--- config.mk ---
export PLATFORM = sky130hd
export DESIGN_NAME = riff_movi_video_chunk_extractor
export DESIGN_NICKNAME = d
export VERILOG_FILES = /design/src/hdl/rmvce_pkg.sv /design/src/hdl/rmvce_cfg.sv /design/src/hdl/rmvce_parser.sv /design/src/hdl/rmvce_out_reg.sv /design/src/hdl/riff_movi_video_chunk_extractor.sv
export VERILOG_INCLUDE_DIRS = /design/src /design/src/hdl
export SDC_FILE = /design/constraint.sdc
export NUM_CORES = 1
export LEC_CHECK = 0
export BUFFER_PORTS_ARGS = -buffer_cell sky130_fd_sc_hd__clkbuf_2
export CAP_MARGIN = 20
export CORE_MARGIN = 4
export CORE_UTILIZATION = 49
export CTS_CLUSTER_SIZE = 40
export DETAILED_ROUTE_END_ITERATION = 10
export PLACE_DENSITY = 0.66
export SLEW_MARGIN = 40
export SYNTH_ARGS = -nofsm -noshare
export SYNTH_HDL_FRONTEND = slang
export SYNTH_SLANG_ARGS = --single-unit
--- constraint.sdc ---
create_clock -name aclk -period 5.15 [get_ports aclk]
set_input_delay 0.515 -clock aclk [delete_from_list [all_inputs] [get_ports aclk]]
set_output_delay 0.515 -clock aclk [all_outputs]
set_load 0.03 [all_outputs]
--- src/hdl/assert_macros.svh ---
// assertion helpers shared by the rtl files
// every check is sampled on aclk; the first form is muted while reset is held
`ifndef ASSERT_MACROS_SVH
`define ASSERT_MACROS_SVH

// check with reset masking
`define RMV_ASSERT(label, prop, msg) \
    label: assert property (@(posedge aclk) disable iff (!aresetn) (prop)) else $error(msg);

// check that also holds during reset
`define RMV_ASSERT_ALWAYS(label, prop, msg) \
    label: assert property (@(posedge aclk) (prop)) else $error(msg);

`endif

--- src/hdl/rmvce_pkg.sv ---
`timescale 1ns / 1ps

package rmvce_pkg;

    // configuration register indexes
    localparam logic [1:0] REG_VIDEO_TAG    = 2'd0;
    localparam logic [1:0] REG_BITMAP_TAG   = 2'd1;
    localparam logic [1:0] REG_LIST_TAG     = 2'd2;
    localparam logic [1:0] REG_MOVIE_LENGTH = 2'd3;

    // register reset values (fourcc codes are little endian)
    localparam logic [31:0] VIDEO_TAG_RESET    = 32'h6364_3030;
    localparam logic [31:0] BITMAP_TAG_RESET   = 32'h6264_3030;
    localparam logic [31:0] LIST_TAG_RESET     = 32'h5453_494C;
    localparam logic [31:0] MOVIE_LENGTH_RESET = 32'h0000_0000;

    // size of the skipped list type field
    localparam logic [31:0] LIST_TYPE_BYTES = 32'd4;

    typedef struct packed {
        logic [7:0] stream_byte;
        logic       restart;
    } in_item_t;

    typedef struct packed {
        logic [7:0] payload_byte;
        logic       chunk_first;
        logic       chunk_last;
        logic       from_bitmap;
    } out_item_t;

    typedef struct packed {
        logic [31:0] video_tag;
        logic [31:0] bitmap_tag;
        logic [31:0] list_tag;
        logic [31:0] movie_length;
    } cfg_regs_t;

endpackage

--- src/hdl/rmvce_cfg.sv ---
`timescale 1ns / 1ps

module rmvce_cfg
    import rmvce_pkg::*;
(
    input  logic        aclk,
    input  logic        aresetn,
    input  logic        cfg_wr_en,
    input  logic [1:0]  cfg_addr,
    input  logic [31:0] cfg_wdata,
    output cfg_regs_t   cfg
);

    cfg_regs_t cfg_reg;
    cfg_regs_t cfg_next;

    // register write decode
    always_comb begin
        cfg_next = cfg_reg;
        if (cfg_wr_en) begin
            case (cfg_addr)
                REG_VIDEO_TAG:    cfg_next.video_tag    = cfg_wdata;
                REG_BITMAP_TAG:   cfg_next.bitmap_tag   = cfg_wdata;
                REG_LIST_TAG:     cfg_next.list_tag     = cfg_wdata;
                REG_MOVIE_LENGTH: cfg_next.movie_length = cfg_wdata;
                default:          cfg_next = cfg_reg;
            endcase
        end
    end

    always_ff @(posedge aclk) begin
        if (!aresetn) begin
            cfg_reg.video_tag    <= VIDEO_TAG_RESET;
            cfg_reg.bitmap_tag   <= BITMAP_TAG_RESET;
            cfg_reg.list_tag     <= LIST_TAG_RESET;
            cfg_reg.movie_length <= MOVIE_LENGTH_RESET;
        end else begin
            cfg_reg <= cfg_next;
        end
    end

    assign cfg = cfg_reg;

endmodule

--- src/hdl/rmvce_parser.sv ---
`timescale 1ns / 1ps
`include "assert_macros.svh"

module rmvce_parser
    import rmvce_pkg::*;
(
    input  logic      aclk,
    input  logic      aresetn,
    input  logic      in_fire,
    input  in_item_t  in_item,
    input  cfg_regs_t cfg,
    output logic      res_valid,
    output out_item_t res_item
);

    localparam logic [1:0] PH_HEADER  = 2'd0;
    localparam logic [1:0] PH_PAYLOAD = 2'd1;
    localparam logic [1:0] PH_SKIP    = 2'd2;
    localparam logic [1:0] PH_STOPPED = 2'd3;

    logic [1:0]  phase_reg, phase_next, phase_e;
    logic [2:0]  hc_reg, hc_next, hc_e;
    logic [31:0] tag_reg, tag_next, tag_e;
    logic [31:0] left_reg, left_next, left_e;
    logic        pad_reg, pad_next, pad_e;
    logic        first_reg, first_next, first_e;
    logic        bmp_reg, bmp_next, bmp_e;
    logic [31:0] movie_reg, movie_next, movie_e;

    logic        stop;
    logic [31:0] byte_word;
    logic [31:0] size_word;
    logic        is_list, is_video, is_bitmap;

    // restart clears the parser before this byte is parsed
    always_comb begin
        if (in_item.restart) begin
            phase_e = PH_HEADER;
            hc_e    = 3'd0;
            tag_e   = '0;
            left_e  = '0;
            pad_e   = 1'b0;
            first_e = 1'b0;
            bmp_e   = 1'b0;
            movie_e = cfg.movie_length;
        end else begin
            phase_e = phase_reg;
            hc_e    = hc_reg;
            tag_e   = tag_reg;
            left_e  = left_reg;
            pad_e   = pad_reg;
            first_e = first_reg;
            bmp_e   = bmp_reg;
            movie_e = movie_reg;
        end
    end

    // stop when the movie length is used up at a chunk boundary
    assign stop = (phase_e == PH_STOPPED)
               || ((phase_e == PH_HEADER) && (hc_e == 3'd0) && (movie_e == '0));

    // header byte placed in its little-endian lane
    assign byte_word = 32'(in_item.stream_byte) << {hc_e[1:0], 3'b000};

    // size word after this byte, only meaningful in the size half of the header
    assign size_word = ((hc_e == 3'd4) ? 32'd0 : left_e) | byte_word;

    // tag complete once the size half is being gathered
    assign is_list   = (tag_e == cfg.list_tag);
    assign is_video  = (tag_e == cfg.video_tag);
    assign is_bitmap = (tag_e == cfg.bitmap_tag);

    // per-byte parse step
    always_comb begin
        phase_next = phase_e;
        hc_next    = hc_e;
        tag_next   = tag_e;
        left_next  = left_e;
        pad_next   = pad_e;
        first_next = first_e;
        bmp_next   = bmp_e;
        movie_next = movie_e;
        res_valid  = 1'b0;
        res_item.payload_byte = in_item.stream_byte;
        res_item.chunk_first  = first_e;
        res_item.chunk_last   = (left_e == 32'd1);
        res_item.from_bitmap  = bmp_e;

        if (stop) begin
            phase_next = PH_STOPPED;
        end else begin
            if (movie_e != '0) begin
                movie_next = movie_e - 32'd1;
            end
            case (phase_e)
                PH_HEADER: begin
                    hc_next = hc_e + 3'd1;
                    if (!hc_e[2]) begin
                        tag_next = ((hc_e == 3'd0) ? 32'd0 : tag_e) | byte_word;
                    end else begin
                        left_next = size_word;
                    end
                    // full header gathered
                    if (hc_e == 3'd7) begin
                        if (is_list) begin
                            left_next  = LIST_TYPE_BYTES;
                            pad_next   = 1'b0;
                            phase_next = PH_SKIP;
                        end else if ((is_video || is_bitmap) && (size_word != '0)) begin
                            bmp_next   = !is_video;
                            left_next  = size_word;
                            pad_next   = size_word[0];
                            first_next = 1'b1;
                            phase_next = PH_PAYLOAD;
                        end else begin
                            left_next  = size_word;
                            pad_next   = size_word[0];
                            phase_next = (size_word == '0) ? PH_HEADER : PH_SKIP;
                        end
                    end
                end
                PH_PAYLOAD: begin
                    res_valid  = 1'b1;
                    first_next = 1'b0;
                    left_next  = left_e - 32'd1;
                    if (left_e == 32'd1) begin
                        phase_next = pad_e ? PH_SKIP : PH_HEADER;
                    end
                end
                PH_SKIP: begin
                    if (left_e != '0) begin
                        left_next = left_e - 32'd1;
                    end else begin
                        pad_next = 1'b0;
                    end
                    if ((left_next == '0) && !pad_next) begin
                        phase_next = PH_HEADER;
                    end
                end
                default: begin
                    phase_next = PH_STOPPED;
                end
            endcase
        end
    end

    // parser state, advanced once per accepted item
    always_ff @(posedge aclk) begin
        if (!aresetn) begin
            phase_reg <= PH_HEADER;
            hc_reg    <= 3'd0;
            tag_reg   <= '0;
            left_reg  <= '0;
            pad_reg   <= 1'b0;
            first_reg <= 1'b0;
            bmp_reg   <= 1'b0;
            movie_reg <= '0;
        end else if (in_fire) begin
            phase_reg <= phase_next;
            hc_reg    <= hc_next;
            tag_reg   <= tag_next;
            left_reg  <= left_next;
            pad_reg   <= pad_next;
            first_reg <= first_next;
            bmp_reg   <= bmp_next;
            movie_reg <= movie_next;
        end
    end

    `RMV_ASSERT(a_payload_has_bytes, (phase_reg == PH_PAYLOAD) |-> (left_reg != '0), "payload phase with no bytes left")
    `RMV_ASSERT(a_first_in_payload, first_reg |-> (phase_reg == PH_PAYLOAD), "first mark pending outside payload")
    `RMV_ASSERT(a_stop_holds, ((phase_reg == PH_STOPPED) && in_fire && !in_item.restart) |=> (phase_reg == PH_STOPPED), "parser left stop without restart")

endmodule

--- src/hdl/rmvce_out_reg.sv ---
`timescale 1ns / 1ps
`include "assert_macros.svh"

module rmvce_out_reg
    import rmvce_pkg::*;
(
    input  logic      aclk,
    input  logic      aresetn,
    input  logic      s_valid,
    output logic      s_ready,
    input  logic      res_valid,
    input  out_item_t res_item,
    output logic      m_valid,
    input  logic      m_ready,
    output out_item_t m_item,
    output logic      in_fire
);

    logic      valid_reg, valid_next;
    out_item_t item_reg;

    // take a new item when the result slot is empty or draining
    assign s_ready = !valid_reg || m_ready;
    assign in_fire = s_valid && s_ready;

    always_comb begin
        valid_next = valid_reg && !m_ready;
        if (in_fire && res_valid) begin
            valid_next = 1'b1;
        end
    end

    always_ff @(posedge aclk) begin
        if (!aresetn) begin
            valid_reg <= 1'b0;
        end else begin
            valid_reg <= valid_next;
        end
    end

    // result payload needs no reset
    always_ff @(posedge aclk) begin
        if (in_fire && res_valid) begin
            item_reg <= res_item;
        end
    end

    assign m_valid = valid_reg;
    assign m_item  = item_reg;

    `RMV_ASSERT(a_stall_blocks_input, (valid_reg && !m_ready) |-> !s_ready, "input taken while result stalled")

endmodule

--- src/hdl/riff_movi_video_chunk_extractor.sv ---
`timescale 1ns / 1ps
// AVI movi list video chunk extractor.
// Input channel s_*: one movi byte per item, with a restart bit that starts a
// new stream at that byte and loads the remaining length from movie_length.
// Result channel m_*: one payload byte of a video or bitmap chunk per item,
// with first and last marks and a bitmap flag. Header, list type, pad and
// skipped chunk bytes produce no item.
// Config port: cfg_wr_en / cfg_addr / cfg_wdata write the tags and movie
// length; write only while the block is idle.
// A result item shows on m_valid in the cycle after its byte is taken.
// Throughput: one byte per cycle while s_ready is high, set by the single parse
// step between the parser state registers and the result register.
// Reset: tags return to 00dc, 00db and LIST, movie length to zero; nothing is
// parsed until the first restart.
// Stall: while a result waits on m_ready low, s_ready drops; s_ready stays
// high while the result register is empty or being taken.

module riff_movi_video_chunk_extractor
    import rmvce_pkg::*;
(
    input  logic        aclk,
    input  logic        aresetn,
    input  logic        s_valid,
    output logic        s_ready,
    input  in_item_t    s_item,
    output logic        m_valid,
    input  logic        m_ready,
    output out_item_t   m_item,
    input  logic        cfg_wr_en,
    input  logic [1:0]  cfg_addr,
    input  logic [31:0] cfg_wdata
);

    cfg_regs_t cfg;
    logic      in_fire;
    logic      res_valid;
    out_item_t res_item;

    // configuration registers
    rmvce_cfg u_cfg (
        .aclk      (aclk),
        .aresetn   (aresetn),
        .cfg_wr_en (cfg_wr_en),
        .cfg_addr  (cfg_addr),
        .cfg_wdata (cfg_wdata),
        .cfg       (cfg)
    );

    // header gather and chunk walk
    rmvce_parser u_parser (
        .aclk      (aclk),
        .aresetn   (aresetn),
        .in_fire   (in_fire),
        .in_item   (s_item),
        .cfg       (cfg),
        .res_valid (res_valid),
        .res_item  (res_item)
    );

    // result register and flow control
    rmvce_out_reg u_out (
        .aclk      (aclk),
        .aresetn   (aresetn),
        .s_valid   (s_valid),
        .s_ready   (s_ready),
        .res_valid (res_valid),
        .res_item  (res_item),
        .m_valid   (m_valid),
        .m_ready   (m_ready),
        .m_item    (m_item),
        .in_fire   (in_fire)
    );

endmodule
==> results of run 1 <==
==> area by class of cell <==
class / count / area (sq um) / share of cell area
multi-input cells: 1541 / 9250 / 0.568
flip-flops and latches: 244 / 4990 / 0.307
clock buffers: 32 / 757 / 0.0465
well taps: 396 / 495 / 0.0304
repair buffers: 83 / 492 / 0.0302
clock inverters: 20 / 201 / 0.0124
inverters: 25 / 96.3 / 0.00592
==> metrics by stage <==
step                hold WS, ns  power, uW  cells  area (sq um)  utilization
global route              0.241       5280   2341         16300        0.534
CTS                       0.231       5090   2341         16300        0.534
floorplan                 0.436       2760   1986         15100            -
global placement          0.458       3020   2289         15300        0.502
finish                    0.245       5100   2341         16300        0.534
detailed placement        0.464       3030   2289         15300        0.502
==> how the worst max path moves through the flow <==
stage               cells after the start               endpoint  slack, ns
floorplan                              17  u_parser.phase_reg[1]       1.39
global placement                       11   u_parser.left_reg[8]       1.28
detailed placement                     11   u_parser.tag_reg[12]       1.17
CTS                                    11   u_parser.tag_reg[15]       1.73
global route                           11  u_parser.phase_reg[1]       1.34
finish                                 11  u_parser.left_reg[22]       1.65
==> logic make-up (layout without fill, tap and decap cells) <==
family                   Yosys count  in the layout
adder cells (fa/ha/maj)            7              7
XOR/XNOR                          64             64
buffers and inverters            201            160
multiplexers                      36             36
AO/OA/AOI/OAI                    547            547
flip-flops                       244            244
AND/OR/NAND/NOR                  887            887
==> synth_stat cells (16+ instances only) <==
master	count
buf_2	23
o21ai_0	76
xnor2_1	56
nand3_1	68
a31oi_1	60
nor3_1	50
a22o_1	35
nor2b_1	16
dfxtp_1	233
o32ai_1	42
nand2_1	352
mux2i_1	31
nor4_1	28
nor2_1	181
nor4bb_1	43
a21oi_1	160
nand4_1	23
clkbuf_1	120
inv_1	25
a22oi_1	34
==> report_power, final <==
| part | internal (uW) | switching [uW] | total [uW] |
|---|---|---|---|
| combinational | 321 | 585 | 907 |
| sequential | 1980 | 132 | 2110 |
| clock | 1210 | 873 | 2090 |
| total | 3510 | 1590 | 5100 |
==> metal layers <==
layer / share of wire / wire length, um
met3: 0.12 / 6430
met2: 0.42 / 22700
met1: 0.42 / 23000
met4: 0.038 / 2080
met5: 0.00030 / 16
==> critical path: stages <==
cell,delay (ns)
buf_6,0.32
buf_4,0.64
mux2i_4,0.38
ha_1,0.26
nand2_1,0.15
nor4_4,0.26
a31oi_2,0.28
o21ai_4,0.40
and2_1,0.42
a41oi_1,0.09
o22ai_1,0.19
==> reports/results.tsv, run 1 <==
stage	metric	value	unit
power	power.density	313	nW/um^2
worst_setup_path	ff2ff_path_depth	10	
clocking	cts.sinks	244	
clocking	cts-hold-fix-buffers	0	
route	wl_per_cell	23.2	um
global_routing	grt_pass1_vias	14000	
route	wirelength	54200	um
route	drc_errors	0	
floorplanning	die-area	33700	sq um
worst_hold_path	min_path_cells	3	
clocking	clockBufferDepth	3	
yosys	synth_ff_type	dfxtp_1	
global_routing	met3_usage	0.0776	
run	cap_violations	0	
yosys	yosysWarningCount	0	
worst_hold_path	hold_class	in -> reg	
clocking	cts_tree	yes	
clocking	htreeDepth	1	
route	dr.pass1.iters	6	
power	p_leak	0.00573	uW
timing	relSlewSlack	0.412	
clocking	root_buffer	clkbuf_16	
finish	fin_nets	1978	
yosys	synth_xor_area_frac	0.0371	
run_status	status	finished clean	
timing	hold_viol_final	0	
yosys	ys_types	98	
finish	diodes	0	
worst_setup_path	ff2ff_setup_slack	1.75	ns
finish	largest_reg_flops	128	
finish	fillCellCount	2987	
finish	area_growth	7.85	%
yosys	synthAdderAreaFrac	0.00580	
floorplanning	rows	64	
floorplanning	io_pins	61	
worst_setup_path	cp-startpoint	s_item[0]	
timing	fin_setup_tns	0	ns
worst_setup_path	cp.required	5.62	ns
clocking	cts.clk_slew.worst_paths	0.06	ns
placement	gp_congestion	0.984	
finish	layout_commonest_cell	nand2_1	
yosys	synth-async-reset-ratio	0	
global_routing	grt.overflow.total	0	
yosys	synth.area.top_cells	dfxtp_1 31%, nand2_1 8.7%, a21oi_1 5.3%	
floorplanning	initial_core_util	0.495	
timing	max_freq	0.286	GHz
yosys	synth_top_family_by_area	simple AND/OR/NAND/NOR gates	
floorplanning	die_x	184	um
global_routing	grt_max_degree	87	
worst_setup_path	critPathArrivalTime	3.97	ns
global_routing	grt-busiest-layer	met2	
yosys	yosys.area_share.simple	0.297	
yosys	synth_nets	2041	
route	postRouteAntennaNets	0	
route	viasPerCell	6.63	
worst_hold_path	worstHoldStart	cfg_wdata[21]	
worst_setup_path	r2r-start	u_parser.hc_reg[1]	
route	vias	15500	
worst_setup_path	end_kind	flop	
timing	final.period_utilization	0.679	
yosys	netlist_instances	1986	
global_routing	grtUsageTotal	0.309	
global_routing	grt_pass1_wl	83100	um
yosys	synth_mux_area_frac	0.0250	
global_routing	antenna_found_initial	1	
route	initialDrtViolationCount	1920	
yosys	syn_area	15100	sq um
worst_setup_path	cp_max_fo	67	
yosys	yosys.area.top_type	dfxtp_1	
placement	dp_worst_setup_slack	1.17	ns
yosys	ys_seq_elements	244	
yosys	synth-edff-count	11	
floorplanning	die_h	184	um
timing	setup_slack	1.65	ns
timing	finalClockSkew	0.0148	ns
yosys	yosysTopAreaCellShare	0.309	
finish	final_layout_size_suffix_gt1_frac	0.103	
power	ir_worst_vdd	0.272	mV
finish	mostFrequentLayoutCells	351 x nand2_1, 233 x dfxtp_1, 179 x nor2_1, 160 x a21oi_1, 76 x o21ai_0	
placement	io_buffers	60	
clocking	clk_latency	0.55	ns
clocking	cts_inserted_buffers	28	
timing	fin_crit	3.50	ns
yosys	synth_seq_area_share	0.331	
worst_setup_path	worstSetupPathType	in -> reg	
global_routing	met1_usage	0.445	
worst_setup_path	r2r-end	u_parser.bmp_reg	
floorplanning	core	30500	sq um
global_routing	grt_util_met2	0.449	
worst_hold_path	hold_end	u_cfg.cfg[53]	
clocking	post_cts_resized	0	
timing	setup_viol	0	
worst_setup_path	cp-start-kind	primary input	
timing	drv_slew	0	
clocking	postCtsSetupBuffers	0	
yosys	syn_area_per_cell	7.60	sq um
timing	rsz0062_at_grt	no	
placement	dpl.hpwl	37200	um
timing	worst_pin_slew	0.882	ns
yosys	synth_compound_area_frac	0.245	
No activity file was read; power rests on OpenSTA's default activity.
==> run 2, diff against run 1 <==
- clock period: 5.15 -> 3.3 ns (I/O delays scaled with it)
==> run 2 against run 1 <==
Sequential cell count stayed put. Clock-buffer cell count is 10 higher. Non-clock buffer count is 78 higher. Critical path type is now reg -> reg. Highest routed layer unchanged.
==> reports/results.tsv, run 2 (synthesis gave the netlist of run 1 again) <==
stage	metric	value	unit
worst_setup_path	r2r-start	u_parser.left_reg[4]	
worst_setup_path	cp_max_fo	8	
route	vias	15900	
global_routing	grt_max_degree	114	
finish	fillCellCount	2887	
timing	fin_setup_tns	0	ns
timing	drv_slew	0	
route	postRouteAntennaNets	0	
power	p_leak	0.00618	uW
finish	multi_input_area	9280	sq um
global_routing	grt_pass1_vias	14800	
worst_hold_path	min_path_cells	3	
worst_setup_path	critPathArrivalTime	3.55	ns
global_routing	grtUsageTotal	0.319	
timing	setup_viol	0	
placement	dpl.hpwl	39100	um
route	dr.pass1.iters	6	
finish	fin_nets	2057	
clocking	cts.clk_slew.worst_paths	0.06	ns
finish	largest_reg_flops	128	
timing	hold_viol_final	0	
worst_setup_path	cp.required	3.71	ns
timing	final.period_utilization	0.952	
run	cap_violations	0	
global_routing	grt_pass1_wl	85900	um
route	wl_per_cell	23.1	um
worst_setup_path	r2r-end	u_parser.phase_reg[1]	
worst_hold_path	worstHoldStart	cfg_wdata[25]	
worst_setup_path	cp-startpoint	u_parser.left_reg[4]	
placement	gp_congestion	1.01	
finish	layout_commonest_cell	nand2_1	
floorplanning	die_h	184	um
timing	max_freq	0.318	GHz
clocking	postCtsSetupBuffers	0	
finish	mostFrequentLayoutCells	351 x nand2_1, 233 x dfxtp_1, 180 x nor2_1, 160 x a21oi_1, 96 x buf_4	
worst_setup_path	worstSetupPathType	reg -> reg	
placement	dp_worst_setup_slack	0.0327	ns
floorplanning	io_pins	61	
global_routing	grt.overflow.total	0	
clocking	cts_inserted_buffers	29	
finish	final_layout_size_suffix_gt1_frac	0.139	
clocking	cts_tree	yes	
route	initialDrtViolationCount	2156	
global_routing	antenna_found_initial	1	
clocking	cts.sinks	244	
worst_hold_path	hold_class	in -> reg	
finish	diodes	0	
worst_setup_path	end_kind	flop	
timing	fin_crit	3.14	ns
placement	io_buffers	60	
timing	setup_slack	0.158	ns
route	viasPerCell	6.59	
power	power.density	484	nW/um^2
worst_setup_path	cp-start-kind	flop	
route	wirelength	55800	um
floorplanning	rows	64	
worst_setup_path	ff2ff_path_depth	9	
timing	worst_pin_slew	0.839	ns
floorplanning	die-area	33700	sq um
finish	area_growth	12.7	%
worst_hold_path	hold_end	u_cfg.cfg[121]	
worst_setup_path	ff2ff_setup_slack	0.16	ns
clocking	clockBufferDepth	3	
floorplanning	core	30500	sq um
floorplanning	die_x	184	um
route	drc_errors	0	
clocking	root_buffer	clkbuf_16	
power	ir_worst_vdd	0.394	mV
timing	rsz0062_at_grt	no	
floorplanning	initial_core_util	0.495	
finish	seq_area	4990	sq um
timing	relSlewSlack	0.441	
clocking	htreeDepth	1	
timing	finalClockSkew	0.00969	ns
clocking	clk_latency	0.55	ns
run_status	status	finished clean	
## run 2: cell types whose count changed in the layout (fill, tap and decap cells not counted), sizes merged
cell / change
clkinv: -6
inv: -2
clkbuf: +10
clkinvlp: -1
buf: +78
## run 2: final cells by class
type,instances,area share
inverter,25,0.00566
clock inverter,11,0.00853
timing repair buffer,161,0.0662
clock buffer,42,0.0520
tap,396,0.0291
multi-input combinational,1541,0.545
sequential,244,0.293
## run 2: how the worst max path moves through the flow
stage,to,slack [ns],cells after the start
global placement,u_parser.phase_reg[1],0.02,9
detailed placement,u_parser.phase_reg[1],0.03,9
floorplan,u_parser.movie_reg[21],0.003,18
finish,u_parser.phase_reg[1],0.16,9
global route,u_parser.phase_reg[1],0.06,9
CTS,u_parser.phase_reg[1],0.14,9
## run 2: timing repair
item	in CTS	in global routing
hold buffers	0	0
gates resized for setup	1	1
endpoints found under the setup margin	1	1
## run 2: power breakdown
group	internal [uW]	switching [uW]	total, uW
Clock	2090	1320	3410
Sequential	3090	171	3260
Combinational	582	985	1570
Total	5770	2480	8240
## run 2: routing by layer
metal,part of all wire,vias up,GRT usage
li1,-,7287,-
met1,0.42,7580,0.451
met2,0.43,934,0.483
met3,0.11,146,0.0720
met4,0.036,2,0.106
met5,0.00029,-,0
## run 2: metrics by stage
step	power, uW	hold slack, ns	util	instances	area [sq um]
CTS	8230	0.0364	0.557	2420	17000
floorplan	4320	0.429	-	1986	15100
detailed placement	4830	0.466	0.523	2367	16000
global route	8550	0.0514	0.558	2420	17000
finish	8240	0.0527	0.558	2420	17000
global placement	4810	0.458	0.523	2367	16000
## run 2: critical path, stage by stage (launching register included)
cell and delay (ns):
dfxtp_1 0.34, or4_4 0.58, or3_4 0.50, nor4_4 0.29
xnor2_1 0.17, nor4bb_2 0.32, nand4b_1 0.19, nor4_1 0.38
buf_4 0.18, o22ai_1 0.06
